===== src/design/bbpe_pkg.sv =====
// ----------------------------------------------------------------------------
// bbpe_pkg
// shared types, constants and opcodes of the bezier patch evaluator
// ----------------------------------------------------------------------------
package bbpe_pkg;

  localparam int unsigned FracBits   = 16;
  localparam int unsigned CtrlPoints = 16;
  localparam int unsigned IdxW       = $clog2(CtrlPoints);
  localparam int unsigned CoordW     = 32;
  localparam int unsigned GridW      = 11;
  localparam int unsigned ParW       = FracBits + 1;
  localparam int unsigned WeightW    = FracBits + 4;
  localparam int unsigned AccW       = CoordW + WeightW + 3;
  localparam logic [GridW-1:0] TessReset = GridW'(10);
  localparam logic [GridW-1:0] TessMax   = GridW'(1024);

  typedef enum logic {
    OP_LOAD = 1'b0,
    OP_EVAL = 1'b1
  } opcode_e;

  typedef struct packed {
    logic              opcode;
    logic [IdxW-1:0]   point_index;
    logic [CoordW-1:0] coord_x;
    logic [CoordW-1:0] coord_y;
    logic [CoordW-1:0] coord_z;
    logic [GridW-1:0]  grid_row;
    logic [GridW-1:0]  grid_col;
  } req_t;

  typedef struct packed {
    logic [CoordW-1:0] vertex_x;
    logic [CoordW-1:0] vertex_y;
    logic [CoordW-1:0] vertex_z;
  } rsp_t;

  // datapath commands
  typedef enum logic [3:0] {
    CMD_NONE   = 4'd0,
    CMD_LOAD   = 4'd1,
    CMD_DIV_ST = 4'd2,
    CMD_DIV    = 4'd3,
    CMD_POW    = 4'd4,
    CMD_WGT    = 4'd5,
    CMD_CLR    = 4'd6,
    CMD_MAC    = 4'd7,
    CMD_ROW    = 4'd8,
    CMD_OUT    = 4'd9
  } cmd_e;

  typedef struct packed {
    cmd_e       cmd;
    logic       sel_s;   // operate on s (row) rather than t
    logic [1:0] pow_stp; // power step 0: take p, 1: p*p, 2: p2*p
    logic [1:0] row;     // control row or final stage
    logic [1:0] k;       // term index
    logic       final_c; // s curve over row results
    logic [1:0] coord;   // 0 x, 1 y, 2 z
  } ctl_t;

  function automatic logic signed [CoordW-1:0] sat32(input logic signed [AccW-1:0] v);
    logic signed [AccW-1:0] mx;
    logic signed [AccW-1:0] mn;
    mx = AccW'(signed'({1'b0, {(CoordW-1){1'b1}}}));
    mn = -mx - AccW'(1);
    if (v > mx) return {1'b0, {(CoordW-1){1'b1}}};
    if (v < mn) return {1'b1, {(CoordW-1){1'b0}}};
    return v[CoordW-1:0];
  endfunction

endpackage


===== src/design/bbpe_ctrl.sv =====
// ----------------------------------------------------------------------------
// bbpe_ctrl
// sequencer: load, two divisions, weights, five curves per coordinate
// ----------------------------------------------------------------------------
module bbpe_ctrl (
  input  logic           clk_i,
  input  logic           rst_ni,
  input  logic           in_valid_i,
  output logic           in_ready_o,
  input  logic           opcode_i,
  output logic           out_valid_o,
  input  logic           out_ready_i,
  output bbpe_pkg::ctl_t ctl_o
);
  typedef enum logic [8:0] {
    ST_IDLE = 9'b0_0000_0001,
    ST_DIV  = 9'b0_0000_0010,
    ST_POW  = 9'b0_0000_0100,
    ST_WGT  = 9'b0_0000_1000,
    ST_RD   = 9'b0_0001_0000,
    ST_MAC  = 9'b0_0010_0000,
    ST_STO  = 9'b0_0100_0000,
    ST_OUT  = 9'b0_1000_0000,
    ST_DST  = 9'b1_0000_0000
  } state_e;

  state_e     state_q, state_d;
  logic [4:0] cnt_q, cnt_d;
  logic       sel_s_q, sel_s_d;
  logic [1:0] row_q, row_d, k_q, k_d, coord_q, coord_d;
  logic       fin_q, fin_d;
  logic       ov_q, ov_d;
  logic       acc;

  assign in_ready_o  = (state_q == ST_IDLE);
  assign out_valid_o = ov_q;
  assign acc = in_valid_i && in_ready_o;

  always_comb begin
    state_d = state_q; cnt_d = cnt_q; sel_s_d = sel_s_q;
    row_d = row_q; k_d = k_q; coord_d = coord_q; fin_d = fin_q;
    ov_d = ov_q && !out_ready_i;
    ctl_o = '0;
    ctl_o.cmd = bbpe_pkg::CMD_NONE;
    ctl_o.sel_s = sel_s_q; ctl_o.pow_stp = cnt_q[1:0];
    ctl_o.row = row_q; ctl_o.k = k_q; ctl_o.final_c = fin_q; ctl_o.coord = coord_q;
    case (state_q)
      ST_IDLE: begin
        if (acc) begin
          if (opcode_i == bbpe_pkg::OP_LOAD) begin
            ctl_o.cmd = bbpe_pkg::CMD_LOAD;
          end else begin
            ctl_o.cmd = bbpe_pkg::CMD_DIV_ST; ctl_o.sel_s = 1'b1;
            sel_s_d = 1'b1; cnt_d = '0; state_d = ST_DIV;
          end
        end
      end
      ST_DST: begin
        ctl_o.cmd = bbpe_pkg::CMD_DIV_ST;
        cnt_d = '0; state_d = ST_DIV;
      end
      ST_DIV: begin
        ctl_o.cmd = bbpe_pkg::CMD_DIV;
        cnt_d = cnt_q + 5'd1;
        if (cnt_q == 5'(bbpe_pkg::ParW - 1)) begin
          cnt_d = '0; state_d = ST_POW;
        end
      end
      ST_POW: begin
        ctl_o.cmd = bbpe_pkg::CMD_POW;
        cnt_d = cnt_q + 5'd1;
        if (cnt_q == 5'd2) begin
          cnt_d = '0; state_d = ST_WGT;
        end
      end
      ST_WGT: begin
        ctl_o.cmd = bbpe_pkg::CMD_WGT;
        if (sel_s_q) begin
          sel_s_d = 1'b0; state_d = ST_DST;
        end else begin
          row_d = '0; k_d = '0; coord_d = '0; fin_d = 1'b0; state_d = ST_RD;
        end
      end
      ST_RD: begin
        ctl_o.cmd = bbpe_pkg::CMD_CLR;
        state_d = ST_MAC;
      end
      ST_MAC: begin
        ctl_o.cmd = bbpe_pkg::CMD_MAC;
        k_d = k_q + 2'd1;
        if (k_q == 2'd3) state_d = ST_STO;
        else state_d = ST_MAC;
      end
      ST_STO: begin
        if (fin_q && ov_q) begin
          // previous vertex not yet taken
          state_d = ST_STO;
        end else begin
          ctl_o.cmd = fin_q ? bbpe_pkg::CMD_OUT : bbpe_pkg::CMD_ROW;
          state_d = ST_RD;
          if (!fin_q) begin
            row_d = row_q + 2'd1;
            if (row_q == 2'd3) fin_d = 1'b1;
          end else begin
            fin_d = 1'b0; row_d = '0;
            coord_d = coord_q + 2'd1;
            if (coord_q == 2'd2) begin
              coord_d = '0; state_d = ST_OUT;
            end
          end
        end
      end
      ST_OUT: begin
        ov_d = 1'b1; state_d = ST_IDLE;
      end
      default: state_d = ST_IDLE;
    endcase
  end

  always_ff @(posedge clk_i or negedge rst_ni) begin
    if (!rst_ni) begin
      state_q <= ST_IDLE; cnt_q <= '0; sel_s_q <= 1'b0; row_q <= '0;
      k_q <= '0; coord_q <= '0; fin_q <= 1'b0; ov_q <= 1'b0;
    end else begin
      state_q <= state_d; cnt_q <= cnt_d; sel_s_q <= sel_s_d; row_q <= row_d;
      k_q <= k_d; coord_q <= coord_d; fin_q <= fin_d; ov_q <= ov_d;
    end
  end
endmodule


===== config.mk =====
export PLATFORM = sky130hd
export DESIGN_NAME = bbpe_ctrl
export DESIGN_NICKNAME = d
export VERILOG_FILES = /design/src/design/bbpe_pkg.sv /design/src/design/bbpe_ctrl.sv
export SDC_FILE = /design/constraint.sdc
export NUM_CORES = 1
export LEC_CHECK = 0
export BUFFER_PORTS_ARGS = -buffer_cell sky130_fd_sc_hd__clkbuf_2
export CAP_MARGIN = 20
export CORE_ASPECT_RATIO = 0.5
export CORE_MARGIN = 1
export CORE_UTILIZATION = 45
export CTS_BUF_LIST = sky130_fd_sc_hd__clkbuf_4 sky130_fd_sc_hd__clkbuf_8
export CTS_CLUSTER_DIAMETER = 50
export DETAILED_ROUTE_END_ITERATION = 6
export PLACE_DENSITY = 0.69
export SLEW_MARGIN = 30
export SYNTH_ARGS = -nofsm -noshare
export SYNTH_HDL_FRONTEND = slang
export SYNTH_SLANG_ARGS = --single-unit

===== constraint.sdc =====
create_clock -name clk_i -period 2.14 [get_ports clk_i]
set_input_delay 0.428 -clock clk_i [delete_from_list [all_inputs] [get_ports clk_i]]
set_output_delay 0.428 -clock clk_i [all_outputs]
set_load 0.005 [all_outputs]

### Yosys cells after proc, flatten, opt, wreduce, memory -nomap -nowiden

Index checks and enable logic that the tools add are counted.

| word-level totals | value |
|---|---|
| bits in registers | 23 |
| bits in latches | 0 |
| memory bits (writable) | 0 |
| bits in read-only memories | 0 |
| input bits | 5 |
| logic and storage cells | 86 |
| memories | 0 |

| cells by class | value |
|---|---|
| $add $sub $neg | 4 |
| multipliers | 0 |
| divide/modulo/power cells | 0 |
| order comparisons | 0 |
| eq/ne operators | 21 |
| shifts and indexed selects | 0 |
| mux-type cells | 39 |
| bitwise operators | 0 |
| reduce and logical (&&, ||, !) cells | 14 |

Operator list:

| kind | count |
|---|---|
| 9-bit case mux with 8 select lines | 1 |
| 9-bit 2-to-1 mux | 5 |
| 4-bit case mux with 8 select lines | 1 |
| 8-bit 2-to-1 mux | 3 |
| 5-bit 2-to-1 mux | 4 |
| 5-bit case mux with 4 select lines | 1 |
| 2-bit 2-to-1 mux | 7 |
| 2-bit case mux with 2 select lines | 3 |
| 2-bit != test, second input constant | 5 |
| 9-bit by 1-bit equality test with 1-bit output, second input constant | 1 |
| 9-bit by 2-bit equality test with 1-bit output, second input constant | 1 |
| 9-bit by 3-bit equality test with 1-bit output, second input constant | 1 |
| 9-bit by 4-bit equality test with 1-bit output, second input constant | 1 |
| 9-bit by 5-bit equality test with 1-bit output, second input constant | 1 |
| 9-bit by 6-bit equality test with 1-bit output, second input constant | 1 |
| 9-bit by 7-bit equality test with 1-bit output, second input constant | 1 |
| 9-bit by 8-bit equality test with 1-bit output, second input constant | 1 |
| 9-bit equality test, second input constant | 1 |
| 1-bit 2-to-1 mux | 9 |
| 4-bit AND reduction | 2 |
| 7-bit 2-to-1 mux | 1 |
| 2-bit by 1-bit adder with 2-bit output, second input constant | 3 |
| 2-bit equality test, second input constant | 3 |
| 3-bit AND reduction | 2 |
| other kinds (12) | 19 |

### Longest topological paths before layout

Gate-level depths: netlist of run 1.

| logic depth | value |
|---|---|
| word-level depth | 5 |
| gate-level depth with buffers | 6 |
| depth with buffers taken out | 6 |

### Worst setup path after synthesis of run 1

OpenSTA, ideal clock, no wires.

| path | value |
|---|---|
| path kind | flip-flop to output port |
| start | register state_q[4] |
| end | output ctl_o[11] (netlist bit) |
| arrival time | 1.450 ns |
| slack | 0.262 ns |
| cell stages (with the launch flop) | 6 |
| buffers on the path | 1 |
| cell sequence | dfrtp_1 buf_6 nor4_4 nand2b_2 nor4_2 nand3b_1 |

RTL lines:

| item | RTL line | RTL |
|---|---|---|
| start, declared | bbpe_ctrl.sv:27 | `state_e state_q, state_d;` |
| start signal, assigned | bbpe_ctrl.sv:125 | `state_q <= state_d; cnt_q <= cnt_d; sel_s_q <= sel_s_d; row_q <= row_d;` |
| end, declared | bbpe_ctrl.sv:13 | `output bbpe_pkg::ctl_t ctl_o` |

==> results.txt, run 1 <==
----------------------------------------------------
[Outcome]
  Status ... complete, but fails checks
  Violated checks ... negative setup slack

[Run]
  Number of max-cap violations ... 0

[STA]
  Pin slew with the least headroom to its limit ... 0.603 ns
  Setup repair after global routing missed its margin ... true
  Final hold slack ... 0.138 ns
  Period Utilization, post-route ... 102%
  Setup total negative slack ... -0.0350 ns
  Final number of hold-violating endpoints ... 0
  Timing-limited maximum frequency ... between 400 and 500 MHz
  Pins over their slew limit ... 0
  Clock skew after layout ... 0.00212 ns
  Setup-failing EPs final ... 1
  Normalized max-slew margin ... 59.8%
  Final worst path period need ... 2.17 ns
  Post-route worst setup slack ... -0.0350 ns

[Clocking]
  Number of buffers on the longest clock path ... 2
  TritonCTS clock tree ... built
  Total number of clock tree sinks ... 23
  CTS buffer count ... 3
  Clk_lat worst skew ... 0.27 ns
  Total of hold buffers inserted after clock tree synthesis ... 0
  Clock input transition at the sequential cells of the worst setup and hold paths ... approximately 0.09 ns
  Clk Tree Root Cell ... sky130_fd_sc_hd__clkbuf_8
  Depth of the CTS H-tree ... 1

[Route]
  Number of routed nets with antenna violations ... 0
  Average wire per cell in the routed design ... 14.9 um
  Vias ... 1378
  Routed Wire Length ... 3.83 mm
  Number of design rule violations left after detail routing ... 0
  Post-DR vias/cell ... 5.34
  Initial DRC Count ... 54
  Number of optimization iterations in the first detailed-route pass ... 4

[Synthesis]
  Leading cell types by total area after synthesis ... sky130_fd_sc_hd__dfrtp_1 (33%), sky130_fd_sc_hd__buf_6 (4.1%), sky130_fd_sc_hd__nor4_4 (3.8%)
  Cell taking the most area after synthesis ... sky130_fd_sc_hd__dfrtp_1
  Area share of the leading cell type in the synthesized netlist ... roughly 33%
  Proportion of register bits with asynchronous set or reset after synthesis ... 100%
  Net count after synthesis ... 175
  Post-synthesis instance total ... 165
  Avg Inst Size Synth ... 10.0 sq um
  Share of synthesized area occupied by flip-flops and latches ... 34.8%
  EDFF count, synth ... 0
  YS warnings ... 0
  Most instantiated library cell after synthesis ... sky130_fd_sc_hd__dfrtp_1
  Post-synthesis instance area ... ~0.0017 sq mm
  Count of distinct cell types in the synthesized netlist ... 58
  Number of synthesized register bits ... 23
  Top cells by count, synth ... sky130_fd_sc_hd__dfrtp_1 (22), sky130_fd_sc_hd__inv_1 (11), sky130_fd_sc_hd__nand3_1 (11)
  Most common flop cell mapped by yosys ... sky130_fd_sc_hd__dfrtp_1

[Floorplan]
  I/O pin count ... 21
  Initial Util ... a little under half
  Die outline area ... 0.00395 sq mm
  Die W ... 87.8 um
  Die height ... ~45 um
  Core ar. ... roughly 0.0035 sq mm
  Std-Cell Rows ... 15

[Worst setup path]
  R2r endpoint ... coord_q[1]
  Top fanout value on the critical path ... 4
  Internal reg-to-reg setup slack ... 0.23 ns
  Required time reported for the critical path endpoint ... about 1.7 ns
  CP peak stage delay ... 0.60 ns
  Top Family by Delay on Critical Path ... simple AND/OR/NAND/NOR gates
  Kind of start point of the critical path ... register
  Master of the slowest instance on the critical path ... sky130_fd_sc_hd__or4_4
  Buffers plus inverters on the worst setup path ... 1
  Data arrival time at the worst-slack endpoint ... 1.75 ns
  Reg-to-reg startpoint ... state_q[1]
  Capturing element type of the critical path ... output port
  Category of the critical setup timing path ... reg -> out
  Length in cells of the worst reg-to-reg path ... 6
  Ordered cell list for the critical path ... or4_4 -> nor2_2 -> o211ai_1 -> nand3_1 -> buf_2

[Global route]
  Vias in the first global route ... ~1300
  Global-route wire length before repair ... 5.98 mm
  All-layer global routing usage ... between 20% and 30%
  Total grt overflow ... 0
  GR Util met2 ... a little under two fifths
  Most Crowded Layer GR ... met2
  Number of antenna violations at the first check in global routing ... 0
  Maximum number of pins on one net before global-route repair ... 24
  Met3 demand-to-capacity share in global routing ... ~5%
  Fraction of met1 tracks used by global routing ... 25.9%

[Min path]
  Tightest Hold Check Type ... in -> async

[Finish]
  NumNets Final ... about 220
  Diode insertion count for antenna repair ... 0
  Fraction of layout instances using a drive strength above 1 ... 41.5%
  Area occupied by multi-input gates ... 971 sq um
  P&R area growth vs syn ... 23.1%
  Number of fillers in the final layout ... around 310
  FF/Latch Area ... 582 sq um

[Placement]
  Total half-perimeter wirelength after legalization and detailed placement ... between 2 and 3 mm
  Routability congestion estimate from global placement ... 0.841
  I/O Buffers ... 20

[Power]
  Peak ir drop on the vdd network ... 0.254 mV
  Power density relative to cell area ... 848 mW/mm^2
  Leakage ... 0.932 nW

----------------------------------------------------
-- kinds of logic (layout without fill, tap and decap cells) --
kind of cell	after synthesis	count (layout)	share of synthesized area (%)
AOI/OAI and AO/OA	35	35	16.9
xor gates and xnor gates	5	5	2.64
adders and majority gates	5	5	3.77
buffers and inverters	22	64	8.83
DFF	23	23	34.8
muxes	1	1	0.905
and+or+nand+nor	74	74	32.2
-- sequential cells by signal, summed over array words and instances (netlist names) --
| signal | flops |
|---|---|
| cnt_q | 5 |
| coord_q | 2 |
| fin_q | 1 |
| k_q | 2 |
| out_valid_o | 1 |
| row_q | 2 |
| sel_s_q | 1 |
| state_q | 9 |
-- per-layer routing --
layer  routed length (um)  vias up
li1                     -      678
met1                 1840      677
met2                 1880       21
met3                  101        2
met4                   17        0
met5                    0        -
-- what timing repair did --
| item | in CTS | in global routing |
|---|---|---|
| pin swaps | 4 | 6 |
| endpoints found under the setup margin | 6 | 5 |
| hold endpoints to repair | 0 | 0 |
| resized for setup | 6 | 12 |
| setup buffers | 8 | 7 |
-- power by group --
part,switching [mW],total (mW),internal (mW)
Clock,0.162,0.295,0.132
Combinational,0.396,0.837,0.441
Sequential,0.0952,0.598,0.503
-- worst reg2reg max path: cells and delay by family, from the launching register on --
kind,cells,cell delay (ns)
AO/OA/AOI/OAI,2,0.46
buffers and inverters,2,0.36
flip-flops,1,0.50
AND/OR/NAND/NOR,2,0.54
-- how the worst max path moves through the flow --
stage / start / endpoint / slack, ns / depth (start not counted)
final: state_q[7] / ctl_o[10] / -0.03 / 5
after global routing: state_q[7] / ctl_o[10] / -0.11 / 5
after CTS: state_q[5] / ctl_o[10] / -0.03 / 5
after detailed placement: state_q[1] / ctl_o[10] / 0.13 / 4
after global placement: state_q[1] / ctl_o[13] / 0.16 / 4
after floorplan: state_q[4] / ctl_o[11] / 0.26 / 5
-- stage by stage --
step                      std cells  worst slack [ns]  utilization (%)  instance area, sq um  power [mW]
final                           258           -0.0350             58.8                  2040        1.73
after global routing            258            -0.112             58.8                  2040        1.82
after CTS                       251           -0.0340             56.5                  1960        1.65
after detailed placement        239             0.132             52.5                  1820        1.24
after global placement          239             0.156             52.5                  1820        1.21
after floorplan                 165             0.262                -                  1660        1.10
-- layout by cell type, fill, tap and decap left out, types with 4 or more instances in the layout --
cell,count
sky130_fd_sc_hd__o21ai_1,5
sky130_fd_sc_hd__nor2_1,8
sky130_fd_sc_hd__buf_4,27
sky130_fd_sc_hd__nand3_1,11
sky130_fd_sc_hd__dfrtp_2,4
sky130_fd_sc_hd__o21ai_0,8
sky130_fd_sc_hd__nand2_1,9
sky130_fd_sc_hd__ha_1,5
sky130_fd_sc_hd__clkbuf_2,16
sky130_fd_sc_hd__buf_2,4
sky130_fd_sc_hd__nor3_1,5
sky130_fd_sc_hd__dfrtp_1,18
sky130_fd_sc_hd__nor4_4,4
sky130_fd_sc_hd__inv_1,11
-- area by class of cell --
type / count / area share, %
well taps: 51 / 3.13
inverters: 11 / 2.02
multi-input cells: 120 / 47.6
clock inverters: 1 / 0.368
flip-flops and latches: 23 / 28.5
clock buffers: 3 / 2.02
repair buffers: 49 / 16.4
Note: power is estimated with default switching activity, not from simulation.
==> inputs of run 2 (changes only) <==
==> config.mk (replaced) <==
export PLATFORM = sky130hd
export DESIGN_NAME = bbpe_ctrl
export DESIGN_NICKNAME = d
export VERILOG_FILES = /design/src/design/bbpe_pkg.sv /design/src/design/bbpe_ctrl.sv
export SDC_FILE = /design/constraint.sdc
export NUM_CORES = 1
export LEC_CHECK = 0
export CAP_MARGIN = 20
export CORE_ASPECT_RATIO = 0.5
export CORE_MARGIN = 1
export CORE_UTILIZATION = 45
export CTS_CLUSTER_DIAMETER = 50
export DETAILED_ROUTE_END_ITERATION = 6
export DONT_BUFFER_PORTS = 1
export PLACE_DENSITY = 0.64
export SLEW_MARGIN = 30
export SYNTH_ARGS = -nofsm -noshare
export SYNTH_HDL_FRONTEND = slang
export SYNTH_SLANG_ARGS = --single-unit
==> run 2 against run 1 <==
Against the previous run:
- the flow now finishes without violations
- clock-buffer cell count did not move
- sequential cell count stayed put
- sequential power up 3%
- register-to-register slack better by 0.02 ns
- via count shrank 3.2%
- maximum frequency is 1.8% higher
- utilization is 4.2 points lower
==> results.txt, run 2 (synthesized netlist as in run 1, its figures left out) <==
----------------------------------------------------
[Clocking]
  Total number of clock tree sinks ... 23 (unchanged)
  TritonCTS clock tree ... built (unchanged)
  Clock input transition at the sequential cells of the worst setup and hold paths ... 0.09 ns (about the same)
  Depth of the CTS H-tree ... 1 (unchanged)
  Clk_lat worst skew ... 0.28 ns (was 0.27 ns)
  Clk Tree Root Cell ... sky130_fd_sc_hd__clkbuf_8 (unchanged)
  Number of buffers on the longest clock path ... 2 (unchanged)
  CTS buffer count ... 3 (unchanged)

[Placement]
  Total half-perimeter wirelength after legalization and detailed placement ... 2.57 mm (was 2.61 mm)
  I/O Buffers ... 0 (was 20)
  Routability congestion estimate from global placement ... 0.744 (was 0.841)

[Floorplan]
  Core ar. ... 0.00347 sq mm (unchanged)
  Die W ... 87.8 um (unchanged)
  I/O pin count ... 21 (unchanged)
  Die outline area ... 0.00395 sq mm (unchanged)
  Initial Util ... 47.7% (unchanged)
  Die height ... 44.9 um (unchanged)
  Std-Cell Rows ... 15 (unchanged)

[Finish]
  Register name with the most flops ... state_q (unchanged)
  Diode insertion count for antenna repair ... 0 (unchanged)
  Leading cell types in the layout, fill and taps excluded ... sky130_fd_sc_hd__buf_4 (23), sky130_fd_sc_hd__dfrtp_1 (18), sky130_fd_sc_hd__inv_1 (11), sky130_fd_sc_hd__nand3_1 (11), sky130_fd_sc_hd__o21ai_0 (10) (was sky130_fd_sc_hd__buf_4 (27), sky130_fd_sc_hd__dfrtp_1 (18), sky130_fd_sc_hd__clkbuf_2 (16), sky130_fd_sc_hd__inv_1 (11), sky130_fd_sc_hd__nand3_1 (11))
  NumNets Final ... 194 (was 218)
  Fraction of layout instances using a drive strength above 1 ... 32.2% (was 41.5%)
  Most frequent standard cell in the layout excluding fill and tap cells ... sky130_fd_sc_hd__buf_4 (unchanged)
  Max FFs per register ... 9 (unchanged)
  P&R area growth vs syn ... 14.3% (was 23.1%)
  Regs by FF count ... state_q (9), cnt_q (5) (unchanged)
  Share of the core filled with cells in the final layout ... 54.6% (was 58.8%)

[STA]
  Pins over their slew limit ... 0 (unchanged)
  Pin slew with the least headroom to its limit ... 0.327 ns (was 0.603 ns)
  Clock skew after layout ... 0.00354 ns (was 0.00212 ns)
  Final number of hold-violating endpoints ... 0 (unchanged)
  Period Utilization, post-route ... 99.8% (was 102%)
  Timing-limited maximum frequency ... 468 MHz (was 460 MHz)
  Setup total negative slack ... 0 ns (was -0.0350 ns)
  Final worst path period need ... 2.14 ns (was 2.17 ns)
  Setup-failing EPs final ... 0 (was 1)
  Normalized max-slew margin ... 78.1% (was 59.8%)
  Setup repair after global routing missed its margin ... true (unchanged)

[Global route]
  Vias in the first global route ... 1254 (was 1273)
  All-layer global routing usage ... 20.7% (was 20.4%)
  Maximum number of pins on one net before global-route repair ... 24 (unchanged)
  Total grt overflow ... 0 (unchanged)
  Number of antenna violations at the first check in global routing ... 0 (unchanged)
  Global-route wire length before repair ... 6.02 mm (was 5.98 mm)

[Route]
  Number of routed nets with antenna violations ... 0 (unchanged)
  Number of optimization iterations in the first detailed-route pass ... 4 (unchanged)
  Routed Wire Length ... 3.59 mm (was 3.83 mm)
  Initial DRC Count ... 46 (was 54)
  Post-DR vias/cell ... 5.70 (was 5.34)
  Number of design rule violations left after detail routing ... 0 (unchanged)
  Average wire per cell in the routed design ... 15.4 um (was 14.9 um)
  Vias ... 1334 (was 1378)

[Worst setup path]
  Category of the critical setup timing path ... reg -> out (unchanged)
  Data arrival time at the worst-slack endpoint ... 1.71 ns (was 1.75 ns)
  Ordered cell list for the critical path ... or2b_4 -> nor4_4 -> nand3b_1 (was or4_4 -> nor2_2 -> o211ai_1 -> nand3_1 -> buf_2)
  Kind of start point of the critical path ... register (unchanged)
  CP peak stage delay ... 0.59 ns (was 0.60 ns)
  Required time reported for the critical path endpoint ... 1.71 ns (about the same)
  Master of the slowest instance on the critical path ... sky130_fd_sc_hd__dfstp_2 (was sky130_fd_sc_hd__or4_4)
  Capturing element type of the critical path ... output port (unchanged)
  Top fanout value on the critical path ... 7 (was 4)

[Min path]
  Tightest Hold Check Type ... in -> reg (was in -> async)

[Power]
  Sum of internal, switching and leakage power ... 1.61 mW (was 1.73 mW)
  Power density relative to cell area ... 848 mW/mm^2 (about the same)
  Leakage ... 0.810 nW (was 0.932 nW)
  Peak ir drop on the vdd network ... 0.238 mV (was 0.254 mV)

[Outcome]
  Status ... complete, no violations (was complete, but fails checks)

[Run]
  Number of max-cap violations ... 0 (unchanged)

----------------------------------------------------
## run 2: cell count changes in the layout (fill, tap and decap cells not counted)
cell,before,now
sky130_fd_sc_hd__o21ai_1,5,3
sky130_fd_sc_hd__buf_2,4,0
sky130_fd_sc_hd__nor3_4,1,0
sky130_fd_sc_hd__buf_6,1,0
sky130_fd_sc_hd__o21ai_0,8,10
sky130_fd_sc_hd__clkbuf_2,16,0
sky130_fd_sc_hd__nor2_2,1,0
sky130_fd_sc_hd__nor2_1,8,9
sky130_fd_sc_hd__dlygate4sd3_1,0,1
sky130_fd_sc_hd__nor3_1,5,6
sky130_fd_sc_hd__buf_4,27,23
## run 2: report_power, final
group	switching [mW]	internal, mW	total (mW)
sequential	0.114	0.503	0.617
combinational	0.327	0.369	0.696
clock	0.161	0.132	0.293
## run 2: through the flow
step	instances	hold WS, ns	cell area, sq um	setup slack (ns)
final	234	0.247	1900	0.00374
after global routing	234	0.245	1900	-0.0501
after CTS	229	0.242	1860	0.00318
after detailed placement	218	0.133	1710	0.170
after global placement	218	0.133	1710	0.202
after floorplan	165	0.132	1660	0.262
## run 2: critical path: cells and delay by family, from the launching register on
| family | cells | cell delay (ns) |
|---|---|---|
| simple gates | 3 | 0.84 |
| flops | 1 | 0.59 |
## run 2: final cells by class
type	instances	area (sq um)
multi-input cells	120	957
clock inverters	1	7.51
flip-flops and latches	23	582
clock buffers	3	41.3
well taps	51	63.8
fillers	312	1580
repair buffers	25	203
inverters	11	41.3
## run 2: worst paths after layout
kind / start / endpoint / slack (ns) / cells after the start
worst max-delay path: state_q[0] / ctl_o[11] / 0.004 / 3
worst min-delay path: out_ready_i / out_valid_o / 0.25 / 1
worst max register to register: state_q[2] / row_q[0] / 0.25 / 7
worst min register to register: sel_s_q / sel_s_q / 0.55 / 1
max in group asynchronous: rst_ni / state_q[0] / 1.34 / 2
min in group asynchronous: rst_ni / state_q[2] / 0.58 / 2
## run 2: what timing repair did
item	CTS	global route
endpoints found under the setup margin	5	5
gates resized for setup	7	1
hold buffers	2	0
pin swaps	2	5
endpoints found under the hold margin	23	0
setup buffers	5	5
## run 2: per-layer routing
metal / routed length [um] / part of all wire (%) / GRT usage (%)
met1: 1620 / 45 / 24.4
met2: 1710 / 48 / 36.7
met3: 202 / 5.6 / 7.13
met4: 55 / 1.5 / 5.90
met5: 0 / 0 / 0
